$ cat src/lrlm_pkg.sv
package lrlm_pkg;

  // table geometry
  localparam int SEQ_ENTRIES = 256;
  localparam int SEQ_W       = 8;
  localparam int SEQ_CODES   = 1 << SEQ_W;
  localparam int IDX_W       = (SEQ_ENTRIES > 1) ? $clog2(SEQ_ENTRIES) : 1;

  // datapath widths
  localparam int CNT_W      = 32;
  localparam int AVG_W      = 40;
  localparam int PCT_W      = 15;
  localparam int AVG_SHIFT  = 8;
  localparam int DIVIDEND_W = 48;
  localparam int DIV_STEPS  = DIVIDEND_W;
  localparam int STEP_W     = $clog2(DIV_STEPS + 1);

  // 100 percent in q8
  localparam logic [PCT_W-1:0] PCT_Q8 = 15'd25600;

  typedef enum logic [1:0] {
    ACT_SEND_OK   = 2'd0,
    ACT_SEND_FAIL = 2'd1,
    ACT_ACK       = 2'd2,
    ACT_STATS     = 2'd3
  } action_t;

  typedef enum logic [3:0] {
    ST_IDLE,
    ST_EXEC,
    ST_ACK,
    ST_AVG,
    ST_AVG_WAIT,
    ST_CMD,
    ST_CMD_WAIT,
    ST_TEL,
    ST_TEL_WAIT,
    ST_FINISH
  } state_t;

  typedef struct packed {
    action_t           action;
    logic [SEQ_W-1:0]  seq;
    logic [CNT_W-1:0]  now_ms;
  } lrlm_req_t;

  typedef struct packed {
    logic              rtt_valid;
    logic [CNT_W-1:0]  rtt_ms;
    logic [AVG_W-1:0]  avg_rtt_q8;
    logic [CNT_W-1:0]  rtt_samples;
    logic [CNT_W-1:0]  attempts_total;
    logic [CNT_W-1:0]  failures_total;
    logic [CNT_W-1:0]  replies_lost;
    logic [PCT_W-1:0]  cmd_loss_pct_q8;
    logic [CNT_W-1:0]  tel_loss_pct_q8;
  } lrlm_rsp_t;

  typedef logic [IDX_W-1:0] idx_t;
  typedef idx_t idx_map_t [SEQ_CODES];

  // sequence number to table slot, folded at elaboration
  function automatic idx_map_t build_idx_map();
    idx_map_t m;
    for (int i = 0; i < SEQ_CODES; i++) begin
      m[i] = idx_t'(i % SEQ_ENTRIES);
    end
    return m;
  endfunction

  localparam idx_map_t IDX_MAP = build_idx_map();

  // x * 25600 as x * (2^14 + 2^13 + 2^10)
  function automatic logic [DIVIDEND_W-1:0] scale_pct(input logic [CNT_W-1:0] x);
    logic [DIVIDEND_W-1:0] xw;
    xw = {{(DIVIDEND_W-CNT_W){1'b0}}, x};
    return (xw << 14) + (xw << 13) + (xw << 10);
  endfunction

endpackage

$ cat src/lrlm_div.sv
module lrlm_div
  import lrlm_pkg::*;
(
  input  logic                  clk,
  input  logic                  rst,
  input  logic                  start,
  input  logic [DIVIDEND_W-1:0] dividend,
  input  logic [CNT_W-1:0]      divisor,
  output logic                  done,
  output logic [DIVIDEND_W-1:0] quotient
);

  // restoring divider, one quotient bit per cycle
  logic [CNT_W-1:0]  rem;
  logic [CNT_W-1:0]  dvs;
  logic [STEP_W-1:0] steps;
  logic              busy;
  logic [CNT_W:0]    rem_sh;
  logic [CNT_W:0]    trial;

  assign rem_sh = {rem, quotient[DIVIDEND_W-1]};
  assign trial  = rem_sh - {1'b0, dvs};

  always_ff @(posedge clk) begin
    if (rst) begin
      busy  <= 1'b0;
      done  <= 1'b0;
      steps <= '0;
    end else begin
      done <= 1'b0;
      if (start) begin
        quotient <= dividend;
        rem      <= '0;
        dvs      <= divisor;
        steps    <= STEP_W'(DIV_STEPS);
        busy     <= 1'b1;
      end else if (busy) begin
        if (!trial[CNT_W]) begin
          rem      <= trial[CNT_W-1:0];
          quotient <= {quotient[DIVIDEND_W-2:0], 1'b1};
        end else begin
          rem      <= rem_sh[CNT_W-1:0];
          quotient <= {quotient[DIVIDEND_W-2:0], 1'b0};
        end
        steps <= steps - STEP_W'(1);
        if (steps == STEP_W'(1)) begin
          busy <= 1'b0;
          done <= 1'b1;
        end
      end
    end
  end

endmodule

$ cat config.mk
export PLATFORM = sky130hd
export DESIGN_NAME = lrlm_div
export DESIGN_NICKNAME = d
export VERILOG_FILES = /design/src/lrlm_pkg.sv /design/src/lrlm_div.sv
export SDC_FILE = /design/constraint.sdc
export NUM_CORES = 1
export LEC_CHECK = 0
export BUFFER_PORTS_ARGS = -buffer_cell sky130_fd_sc_hd__buf_2
export CAP_MARGIN = 30
export CELL_PAD_IN_SITES_DETAIL_PLACEMENT = 2
export CELL_PAD_IN_SITES_GLOBAL_PLACEMENT = 2
export CORE_MARGIN = 3
export CORE_UTILIZATION = 39
export DETAILED_ROUTE_END_ITERATION = 16
export GPL_TIMING_DRIVEN = 0
export PLACE_DENSITY = 0.95
export SYNTH_ARGS = -nofsm -noshare
export SYNTH_HDL_FRONTEND = slang
export SYNTH_SLANG_ARGS = --single-unit
$ cat constraint.sdc
create_clock -name clk -period 8.5 [get_ports clk]
set_input_delay 1.7 -clock clk [delete_from_list [all_inputs] [get_ports clk]]
set_output_delay 1.7 -clock clk [all_outputs]
set_load 0.03 [all_outputs]
Word level (Yosys, flattened, before mapping)
Index checks and enable logic that the tools add are counted.
{"block": "totals", "rom_bits": 0, "latch_bits": 0, "mem_bits_rw": 0, "memories": 0, "word_cells": 28, "inputBits": 83, "out_inout_bits": 49, "register_bits": 120}
{"block": "classes", "n_mul": 0, "n_addsub": 2, "shifts": 0, "n_reduce_logical": 5, "n_div": 0, "bitwise_logic": 2, "mux": 11, "magnitude_cmp": 0, "n_eq_ne": 1}
{"op": "$mux W48", "count": 2}
{"op": "$mux W32", "count": 2}
{"op": "$sub A33 B32 Y33", "count": 1}
{"op": "$mux W6", "count": 2}
{"op": "$eq A6 B1 Y1 const B", "count": 1}
{"op": "$sub A6 B1 Y6 const B", "count": 1}
{"op": "$mux W1", "count": 5}
{"op": "$reduce_and A2 Y1", "count": 2}
{"op": "$reduce_or A3 Y1", "count": 1}
{"op": "$not A1 Y1", "count": 2}
{"op": "$reduce_bool A2 Y1", "count": 1}
{"op": "$reduce_or A2 Y1", "count": 1}

Depth between registers and ports, before layout
Gate-level depths: netlist of run 1.
{"block": "depth", "word_depth": 4, "depth_mapped": 13, "depth_no_buf": 12}

Worst setup path before layout of run 1
No wires, ideal clock.
{"block": "synth_timing", "kind": "input to register", "from": "in start", "to": "reg quotient[0], enable pin", "stages": 4, "required_time_ns": 7.981, "path_slack_ns": 2.395, "n_path_buf": 2, "arrival_time_ns": 5.586, "setup_ns": 0.519, "path_cell_list": "clkbuf_1 > clkbuf_1 > nor2_1 > nor2_1"}
{"block": "synth_between", "elab_chain_len": 2}
{"element": "start: declaration", "line_no": "lrlm_div.sv:6", "text": "input logic start,"}
{"element": "$reduce_bool A2 Y1 (no line)"}
{"element": "$reduce_and A2 Y1 (no line)"}
{"element": "end signal: assignment", "line_no": "lrlm_div.sv:32", "text": "quotient <= dividend;"}
{"element": "end signal: assignment", "line_no": "lrlm_div.sv:40", "text": "quotient <= {quotient[DIVIDEND_W-2:0], 1'b1};"}
{"element": "end signal: assignment", "line_no": "lrlm_div.sv:43", "text": "quotient <= {quotient[DIVIDEND_W-2:0], 1'b0};"}
{"element": "end: declaration", "line_no": "lrlm_div.sv:10", "text": "output logic [DIVIDEND_W-1:0] quotient"}
Every way passes these cells.
A chain may end at the register's enable or synchronous reset.

Final worst setup path of run 1
{"block": "layout_timing", "from": "reg quotient[47]", "to": "reg rem[16], data pin"}
{"block": "layout_between", "elab_chain_len": 3}
{"element": "$sub A33 B32 Y33", "line_no": "lrlm_div.sv:22", "text": "assign trial = rem_sh - {1'b0, dvs};"}
{"element": "$mux W32", "line_no": "lrlm_div.sv:38", "text": "if (!trial[CNT_W]) begin"}
{"element": "$mux W32", "line_no": "lrlm_div.sv:37", "text": "end else if (busy) begin"}
{"element": "end signal: assignment", "line_no": "lrlm_div.sv:39", "text": "rem <= trial[CNT_W-1:0];"}
{"element": "end signal: assignment", "line_no": "lrlm_div.sv:42", "text": "rem <= rem_sh[CNT_W-1:0];"}
{"element": "end: declaration", "line_no": "lrlm_div.sv:14", "text": "logic [CNT_W-1:0] rem;"}
Every way passes these cells. The select of a mux whose other input is x is not followed.

==> results.md, run 1 <==
* Status: complete, no violations
* Crit Path Class: reg -> reg
* Number of global-route vias before repair at 6,119
* Syn Inst Count at 528
* Hold Vio Cnt, Final at 0
* Clock tree buffer depth at 2
* Final nets at 797
* Core Region at 16,100 sq um
* Worst EP required at 8.67 ns
* Mapped Nets at 646
* Critical-path top delay cell: a211oi_1
* Largest net degree at the start of global routing at 34
* DP HPWL at 16,100 microns
* CTS hold repair buffers at 0
* Global placement routability congestion at 0.859
* Routed len/inst at 28.9 microns
* CP Launch Type: register
* Layout cells sized above 1 at 32.2%
* Worst-path fanout max at 10
* RSZ-0062 raised after global routing: false
* Placed cell areas at 7440 sq um
* Post-synth EDFFs at 112
* CTS tree: yes
* DRC violations left at 0
* DIE AREA at 18,100 sq um
* Fin crit period at 4.26 ns
* First drt pass iteration count at 5
* Iteration-0 DRC Markers at 340
* HP Class: reg -> reg
* Via count at 5,215
* Final Skew at 0.0169 ns
* Diodes inserted at 0
* Ys async rst share at 0%
* Max VDD drop at 145 uV
* Sequential element share of the synthesized area at 54.7%
* Number of synthesized register bits at 120
* Initial Util at 40.1%
* Vias/cell at 5.74
* GRT Overall Usage at 30.0%
* Period utilization at 50.2%
* Worst-path cell chain: inv_1 -> ha_1 -> fa_1 -> nand2b_1 -> a21oi_1 -> o2111a_1 -> o21a_1 -> a221o_1 -> a21oi_2 -> xnor2_1 -> buf_2 -> nor2_1 -> a211oi_1
* Syn-to-layout area delta at 24.7%
* Library cells used by synthesis at 54
* Post-route cell area at 8040 sq um
* Die height at 135 microns
* CTS Buf Count at 17
* Clock-pin slew on the worst setup and hold paths at 0.06 ns
* FILL cells at 1,576
* Max Cap Viol at 0
* Relative slew slack at 47.2%
* Clk sink count at 120
* Total Wirelength at 26,200 microns
* Slowest stage delay, CP at 0.44 ns
* Port bufs at 129
* Main synth FF type: edfxtp_1
* Max Freq at 235 MHz
* First-pass GRT wire length at 39,900 microns
* Die span in x at 135 microns
* Critical Path Sink Type: register
* Slew @ Worst Pin at 0.790 ns
* Clk_lat worst skew at 0.44 ns
* Synth Cell Area at 6450 sq um
* PostCTS Resize Cnt at 0
* Post-CTS setup buffers at 0
* Syn Area/Cell at 12.2 sq um
* Leak at 3.38 nW
* Root Buffer: clkbuf_16
* Yosys warns at 0
* Row count at 46
* Antenna violations before repair at 0
* Final setup TNS at 0 ns
* # IOs at 132
* # setup viols final at 0
* Routed Antenna Nets at 0
* H-tree depth at 4
* Grt total ovfl at 0
* PwrDens at 253 nW/um^2
* WP data arrival at 4.44 ns
* Fin. max-slew vios at 0
layout by cell type (no fill, tap or decap), types with 5 or more instances in the layout:
master     instances
nand2_1           22
mux2i_1           25
edfxtp_1         112
a21o_1            10
clkbuf_16         17
xnor2_1           21
nor3_1             6
ha_1              34
buf_2            132
mux2_2            47
clkbuf_1          13
inv_1             42
dfxtp_1            8
xor2_1            14
nand3_1           10
nor2_1            45
nand2b_1           6
a21oi_1           32
o21ai_0           17
o31ai_1            5
flip-flops by register name, indices dropped and copies added, names as in the netlist:
name,count
dvs,32
done,1
quotient,48
steps,6
rem,32
busy,1
cell usage after synthesis (4+ instances only):
master      n  area, sq um
clkbuf_1   11         41.3
inv_1      42          158
o21ai_0    17         85.1
ha_1       34          425
a21o_1     10         75.1
nor3_1      6         30.0
edfxtp_1  112         3360
nand2_1    22         82.6
dfxtp_1     8          160
xor2_1     14          123
nand3_1    10         50.1
and3_1      4         25.0
nor2_1     47          176
nand2b_1    6         37.5
o31ai_1     5         37.5
a21oi_1    32          160
xnor2_1    21          184
mux2_2     47          529
mux2i_1    25          250
per-stage QoR:
stage	utilization (%)	hold slack (ns)	cells	power, mW	setup slack [ns]
after floorplan	-	0.469	528	1.09	2.40
after global placement	45.8	0.485	873	1.19	0.562
after global routing	50.0	0.613	908	2.10	4.15
final	50.0	0.594	908	2.04	4.24
after detailed placement	46.4	0.574	876	1.24	4.43
after CTS	50.0	0.590	908	2.03	4.28
worst max-delay path: cells and delay by family, from the launching register on:
kind            cells  cell delay (ns)
fa+ha+maj           2             0.65
buf+inv             2             0.47
simple gates        2             0.29
xor+xnor            1             0.37
flops               1             0.40
compound gates      6             1.82
per-layer routing:
layer  part of all wire (%)  track usage, %  up-vias
met5                      0               0        -
met2                     51            51.9      260
li1                       -               -     2253
met3                    6.9            8.87       76
met4                    4.8            16.1        0
met1                     37            33.2     2626
where the power goes:
part	switching (mW)	internal (mW)
logic	0.339	0.196
registers	0.0357	0.713
clock network	0.298	0.455
cell type report:
cell class / count / area [sq um] / share of cell area, %
clock inverter: 10 / 118 / 1.46
buffer: 16 / 63.8 / 0.794
sequential: 120 / 3520 / 43.8
clock buffer: 22 / 474 / 5.90
inverter: 42 / 158 / 1.96
multi-input combinational: 350 / 2720 / 33.8
timing repair buffer: 132 / 713 / 8.87
tap: 216 / 270 / 3.36
cells by family after synthesis:
family | Yosys count | synth area share (%)
simple gates | 107 | 7.51
xor+xnor | 36 | 5.01
buf+inv | 58 | 3.44
compound gates | 99 | 10.2
mux | 73 | 12.3
fa+ha+maj | 35 | 6.91
flops | 120 | 54.7
worst paths after layout:
path	startpoint	endpoint	slack, ns	depth (start not counted)
hold / removal	quotient[35]$_DFFE_PP_	quotient[36]$_DFFE_PP_	0.59	1
setup / recovery	quotient[47]$_DFFE_PP_	rem[16]$_SDFFCE_PP0P_	4.24	13
hold reg to reg	quotient[35]$_DFFE_PP_	quotient[36]$_DFFE_PP_	0.59	1
setup reg to reg	quotient[47]$_DFFE_PP_	rem[16]$_SDFFCE_PP0P_	4.24	13
No activity file was read; power rests on OpenSTA's default activity.
==> inputs of run 2 (changes only) <==
--- a/config.mk
+++ b/config.mk
@@ -10,10 +10,10 @@
 export CELL_PAD_IN_SITES_DETAIL_PLACEMENT = 2
 export CELL_PAD_IN_SITES_GLOBAL_PLACEMENT = 2
 export CORE_MARGIN = 3
-export CORE_UTILIZATION = 39
+export CORE_UTILIZATION = 33
 export DETAILED_ROUTE_END_ITERATION = 16
 export GPL_TIMING_DRIVEN = 0
-export PLACE_DENSITY = 0.95
+export PLACE_DENSITY = 0.88
 export SYNTH_ARGS = -nofsm -noshare
 export SYNTH_HDL_FRONTEND = slang
 export SYNTH_SLANG_ARGS = --single-unit
==> constraint.sdc (replaced) <==
create_clock -name clk -period 3.6 [get_ports clk]
set_input_delay 0.72 -clock clk [delete_from_list [all_inputs] [get_ports clk]]
set_output_delay 0.72 -clock clk [all_outputs]
set_load 0.03 [all_outputs]
==> results.md, run 2 (same netlist as run 1, synthesis figures left out) <==
* Status: complete, no violations
* Row count at 50
* Largest registers: quotient x48, dvs x32, rem x32
* Final nets at 804
* DIE AREA at 21,200 sq um
* DRC violations left at 0
* Clock tree buffer depth at 2
* Placed insts at 920
* HP Class: in -> reg
* Switching Power at 1.48 mW
* Syn-to-layout area delta at 27.7%
* PwrDens at 573 nW/um^2
* First-pass GRT wire length at 32,200 microns
* FILL cells at 1,927
* Worst EP required at 3.76 ns
* # setup viols final at 0
* Via count at 4,878
* Die height at 146 microns
* Worst-path cell chain: ha_1 -> a211o_1 -> or3_1 -> o21a_4 -> a221o_1 -> a21oi_4 -> xnor2_2 -> buf_4 -> buf_6 -> buf_4 -> mux2i_1 -> nor2_1
* GRT Overall Usage at 19.1%
* Layout cells sized above 1 at 34.8%
* Max Cap Viol at 0
* CTS tree: yes
* Die span in x at 146 microns
* Number of global-route vias before repair at 5,751
* Leak at 3.44 nW
* Vias/cell at 5.09
* Hold Vio Cnt, Final at 0
* Total Wirelength at 19,800 microns
* DP HPWL at 13,700 microns
* Register with the most flip-flops: quotient
* WP data arrival at 3.62 ns
* Critical-path top delay cell: edfxtp_1
* Slowest stage delay, CP at 0.41 ns
* Initial Util at 34.0%
* Fin Hold WS at 0.469 ns
* Commonest cells after routing, fill and taps aside: buf_2 (129), edfxtp_1 (112), mux2_2 (47)
* Iteration-0 DRC Markers at 147
* Int Power at 3.23 mW
* Share of total power in sequential cells at 37.1%
* Placed cell areas at 7500 sq um
* H-tree depth at 4
* Critical Path Sink Type: register
* Clk_lat worst skew at 0.42 ns
* Clock power frac at 36.8%
* First drt pass iteration count at 4
* Most Frequent Cell on Critical Path: buf_4
* CP Launch Type: register
* Relative slew slack at 51.2%
* Worst-path fanout max at 8
* Switching share of total power at 31.4%
* Grt total ovfl at 0
* Crit Path Class: reg -> reg
* Fin. max-slew vios at 0
* Logic gate share of total power at 26.1%
* Routed len/inst at 20.6 microns
* Non-Filler Instances at 959
* Clock-pin slew on the worst setup and hold paths at 0.06 ns
* Core Region at 19,000 sq um
* Root Buffer: clkbuf_16
* Period utilization at 96.3%
* Post-route cell area at 8230 sq um
* Final Skew at 0.00886 ns
* Commonest non-fill, non-tap cell in the layout: buf_2
* Clk sink count at 120
* Routed Antenna Nets at 0
* Largest net degree at the start of global routing at 34
* Max VDD drop at 377 uV
* CTS Buf Count at 17
* Antenna violations before repair at 1
* Port bufs at 129
* Max Freq at 289 MHz
* Fin crit period at 3.47 ns
* Max reg flops at 48
* Diodes inserted at 0
* Slew @ Worst Pin at 0.730 ns
* # IOs at 132
* Global placement routability congestion at 0.840
## run 2: changes by cell type in the layout (fill, tap and decap cells not counted), moves of 3 or more
cell and change:
buf_6 +3, buf_4 +6, buf_2 -3, clkinv_4 +3, inv_6 +4, a21oi_1 -3, clkbuf_8 -3
## run 2: power by group through the flow
| stage | logic (mW) | clock network, mW | registers (mW) |
|---|---|---|---|
| finish | 1.23 | 1.73 | 1.75 |
| global route | 1.36 | 1.83 | 1.76 |
| CTS | 1.20 | 1.77 | 1.75 |
| detailed placement | 1.11 | 0 | 1.77 |
| global placement | 1.04 | 0 | 1.77 |
| floorplan | 0.734 | 0 | 1.83 |
## run 2: repair_timing
action,CTS,global route
hold buffers,0,0
pin swaps,1,3
setup endpoints to repair,27,30
gates resized for setup,9,11
buffers inserted,4,3
## run 2: cell type report
| type | instances | area (sq um) | share of cell area, % |
|---|---|---|---|
| Clock inverter | 15 | 166 | 2.02 |
| Tap cell | 260 | 325 | 3.95 |
| Sequential cell | 120 | 3520 | 42.8 |
| Clock buffer | 17 | 425 | 5.17 |
| Timing Repair Buffer | 139 | 778 | 9.45 |
| Multi-Input combinational cell | 350 | 2780 | 33.7 |
| Inverter | 42 | 158 | 1.91 |
| Buffer | 16 | 82.6 | 1.00 |
## run 2: path summary, 6_finish.rpt
| kind | slack [ns] | from | endpoint | cells past startpoint |
|---|---|---|---|---|
| worst max-delay path | 0.13 | rem[14]$_SDFFCE_PP0P_ | rem[3]$_SDFFCE_PP0P_ | 12 |
| worst min register to register | 0.55 | steps[1]$_SDFFE_PP0P_ | steps[1]$_SDFFE_PP0P_ | 2 |
| worst max register to register | 0.13 | rem[14]$_SDFFCE_PP0P_ | rem[3]$_SDFFCE_PP0P_ | 12 |
| worst min-delay path | 0.47 | divisor[28] | dvs[28]$_DFFE_PP_ | 1 |
## run 2: critical path: cells and delay by family, from the launching register on
kind,cells,cell delay (ns)
mux,1,0.20
fa+ha+maj,1,0.38
simple gates,2,0.44
buf+inv,3,0.46
compound gates,4,1.16
xor+xnor,1,0.13
flops,1,0.41
## run 2: metrics by stage
stage	TNS, ns	power [mW]	utilization, %	worst slack (ns)
final	0	4.71	43.4	0.135
after CTS	0	4.72	43.1	0.0331
after global placement	-51.99	2.81	39.2	-0.906
after detailed placement	-2.34	2.89	39.6	-0.182
after floorplan	0	2.56	-	0.277
after global routing	-0.0497	4.95	43.4	-0.0410
## run 2: layer usage
| metal | share of wire (%) | track usage [%] |
|---|---|---|
| met5 | 0.066 | 0 |
| met4 | 1.7 | 6.36 |
| met3 | 6.2 | 5.26 |
| met2 | 51 | 33.7 |
| met1 | 41 | 22.3 |
==> inputs of run 3 (changes only) <==
--- a/config.mk
+++ b/config.mk
@@ -10,10 +10,11 @@
 export CELL_PAD_IN_SITES_DETAIL_PLACEMENT = 2
 export CELL_PAD_IN_SITES_GLOBAL_PLACEMENT = 2
 export CORE_MARGIN = 3
-export CORE_UTILIZATION = 33
+export CORE_UTILIZATION = 39
 export DETAILED_ROUTE_END_ITERATION = 16
 export GPL_TIMING_DRIVEN = 0
-export PLACE_DENSITY = 0.88
+export PLACE_DENSITY = 0.95
+export SLEW_MARGIN = 20
 export SYNTH_ARGS = -nofsm -noshare
 export SYNTH_HDL_FRONTEND = slang
 export SYNTH_SLANG_ARGS = --single-unit
==> constraint.sdc (replaced) <==
create_clock -name clk -period 4.2 [get_ports clk]
set_input_delay 0.84 -clock clk [delete_from_list [all_inputs] [get_ports clk]]
set_output_delay 0.84 -clock clk [all_outputs]
set_load 0.03 [all_outputs]
==> results.md, run 3 (same netlist as run 1, synthesis figures left out) <==
* Status: complete, no violations
* Commonest non-fill, non-tap cell in the layout: buf_2
* Largest registers: quotient x48, dvs x32, rem x32
* Relative slew slack at 37.6%
* Leak at 3.42 nW
* Met2 GRT Util at 55.7%
* Cell count of the worst reg-to-reg path at 13
* First-pass GRT wire length at 41,300 microns
* Largest net degree at the start of global routing at 28
* Worst EP required at 4.35 ns
* Routed Antenna Nets at 0
* CTS hold repair buffers at 0
* Worst-path fanout max at 10
* PwrDens at 526 nW/um^2
* Hold Vio Cnt, Final at 0
* Slowest stage delay, CP at 0.43 ns
* H-tree depth at 4
* Switching Power at 1.42 mW
* Max Freq at 244 MHz
* Final Skew at 0.0177 ns
* Worst Setup SP: quotient[47]$_DFFE_PP_
* Vias/cell at 5.80
* Clock tree buffer depth at 2
* Initial Util at 40.1%
* Pre-CTS setup slack at 0.137 ns
* Period utilization at 97.5%
* Final WS setup at 0.104 ns
* Flop2flop setup slack at 0.10 ns
* First drt pass iteration count at 5
* Met3 usage at 8.46%
* Layout cells sized above 1 at 32.8%
* Crit path to: rem[5]$_SDFFCE_PP0P_
* Commonest cells after routing, fill and taps aside: buf_2 (129), edfxtp_1 (112), mux2_2 (47)
* Diodes inserted at 0
* Max reg flops at 48
* Critical Path Sink Type: register
* R2r endpoint: rem[5]$_SDFFCE_PP0P_
* WP data arrival at 4.25 ns
* Antenna violations before repair at 0
* CTS tree: yes
* FILL cells at 1,560
* Non-Filler Instances at 909
* Register with the most flip-flops: quotient
* Final nets at 798
* Max VDD drop at 345 uV
* Placed cell areas at 7480 sq um
* Logic gate share of total power at 26.4%
* FF/Latch Area at 3520 sq um
* Row count at 46
* Port bufs at 129
* Area of the multi-input gates at 2730 sq um
* Clk_lat worst skew at 0.45 ns
* Reg-to-Reg Start: quotient[47]$_DFFE_PP_
* Met1 Track Usage GR at 35.2%
* Max Cap Viol at 0
* Syn-to-layout area delta at 26.0%
* Placed insts at 877
* Clock power frac at 38.1%
* Clock-pin slew on the worst setup and hold paths at 0.07 ns
* Post-route cell area at 8120 sq um
* Core Region at 16,100 sq um
* RSZ-0062 raised after global routing: true
* Root Buffer: clkbuf_16
* Most used routing layer: met2
* Iteration-0 DRC Markers at 386
* HP Class: in -> reg
* CP Launch Type: register
* Switching share of total power at 33.3%
* Global placement routability congestion at 0.844
* Fin util at 50.6%
* Number of global-route vias before repair at 6,083
* # IOs at 132
* DP HPWL at 16,400 microns
* Slew @ Worst Pin at 0.913 ns
* Share of total power in sequential cells at 35.5%
* Worst-path cell chain: inv_1 -> ha_1 -> fa_1 -> nand2b_1 -> a21oi_1 -> o2111a_1 -> o21a_2 -> a221o_1 -> a21oi_2 -> xnor2_2 -> buf_4 -> mux2i_1 -> nor2_1
* Clk sink count at 120
* DRC violations left at 0
* Total chip power at 4.27 mW
* Grt total ovfl at 0
* Fin. max-slew vios at 0
* Critical-path top delay cell: edfxtp_1
* Crit Path Class: reg -> reg
* Routed len/inst at 30.0 microns
* GRT Overall Usage at 31.3%
* Total Wirelength at 27,300 microns
* CTS Buf Count at 17
* Die height at 135 microns
* Via count at 5,274
* Int Power at 2.85 mW
* Fin Hold WS at 0.562 ns
* Final setup TNS at 0 ns
* Hold depth at 1
* # setup viols final at 0
* DIE AREA at 18,100 sq um
* Die span in x at 135 microns
* Fin crit period at 4.10 ns
-- run 3: worst max-delay path: cells and delay by family (launching register included) --
| family | cells | cell delay (ns) |
|---|---|---|
| AOI/OAI and AO/OA | 5 | 1.30 |
| xor gates and xnor gates | 1 | 0.30 |
| adders and majority gates | 2 | 0.70 |
| buffers and inverters | 2 | 0.41 |
| DFF | 1 | 0.43 |
| muxes | 1 | 0.28 |
| and+or+nand+nor | 2 | 0.38 |
-- run 3: power groups by stage --
| stage | registers [mW] | logic, mW | clock network [mW] |
|---|---|---|---|
| 2_1_floorplan | 1.57 | 0.628 | 0 |
| 5_1_grt | 1.52 | 1.20 | 1.67 |
| 3_5_place_dp | 1.53 | 1.01 | 0 |
| 6_report | 1.52 | 1.13 | 1.63 |
| 4_1_cts | 1.51 | 1.11 | 1.63 |
| 3_3_place_gp | 1.52 | 0.881 | 0 |
-- run 3: final cells by class --
cell class / instances / area share (%)
multi-input cells: 350 / 33.5
repair buffers: 133 / 9.21
clock buffers: 18 / 5.28
clock inverters: 14 / 2.45
inverters: 42 / 1.94
flip-flops and latches: 120 / 43.4
plain buffers: 16 / 0.878
well taps: 216 / 3.33
-- run 3: metal layers --
metal / vias to the layer above / wire (microns) / share of wire [%]
met5: - / 0 / 0
met4: 0 / 1120 / 4.1
met3: 70 / 1700 / 6.2
met2: 264 / 14200 / 52
met1: 2684 / 10200 / 37
li1: 2256 / - / -
-- run 3: worst min-delay path by stage --
stage,from,end,slack (ns)
2_1_floorplan,steps[1]$_SDFFE_PP0P_,steps[1]$_SDFFE_PP0P_,0.47
3_3_place_gp,steps[1]$_SDFFE_PP0P_,steps[1]$_SDFFE_PP0P_,0.48
3_5_place_dp,quotient[22]$_DFFE_PP_,quotient[23]$_DFFE_PP_,0.57
4_1_cts,divisor[29],dvs[29]$_DFFE_PP_,0.56
5_1_grt,divisor[7],dvs[7]$_DFFE_PP_,0.56
6_report,divisor[29],dvs[29]$_DFFE_PP_,0.56
-- run 3: repair_timing --
action,4_1_cts,5_1_grt
hold endpoints to repair,0,0
buffers inserted,0,0
setup endpoints to repair,25,17
resized for setup,3,2
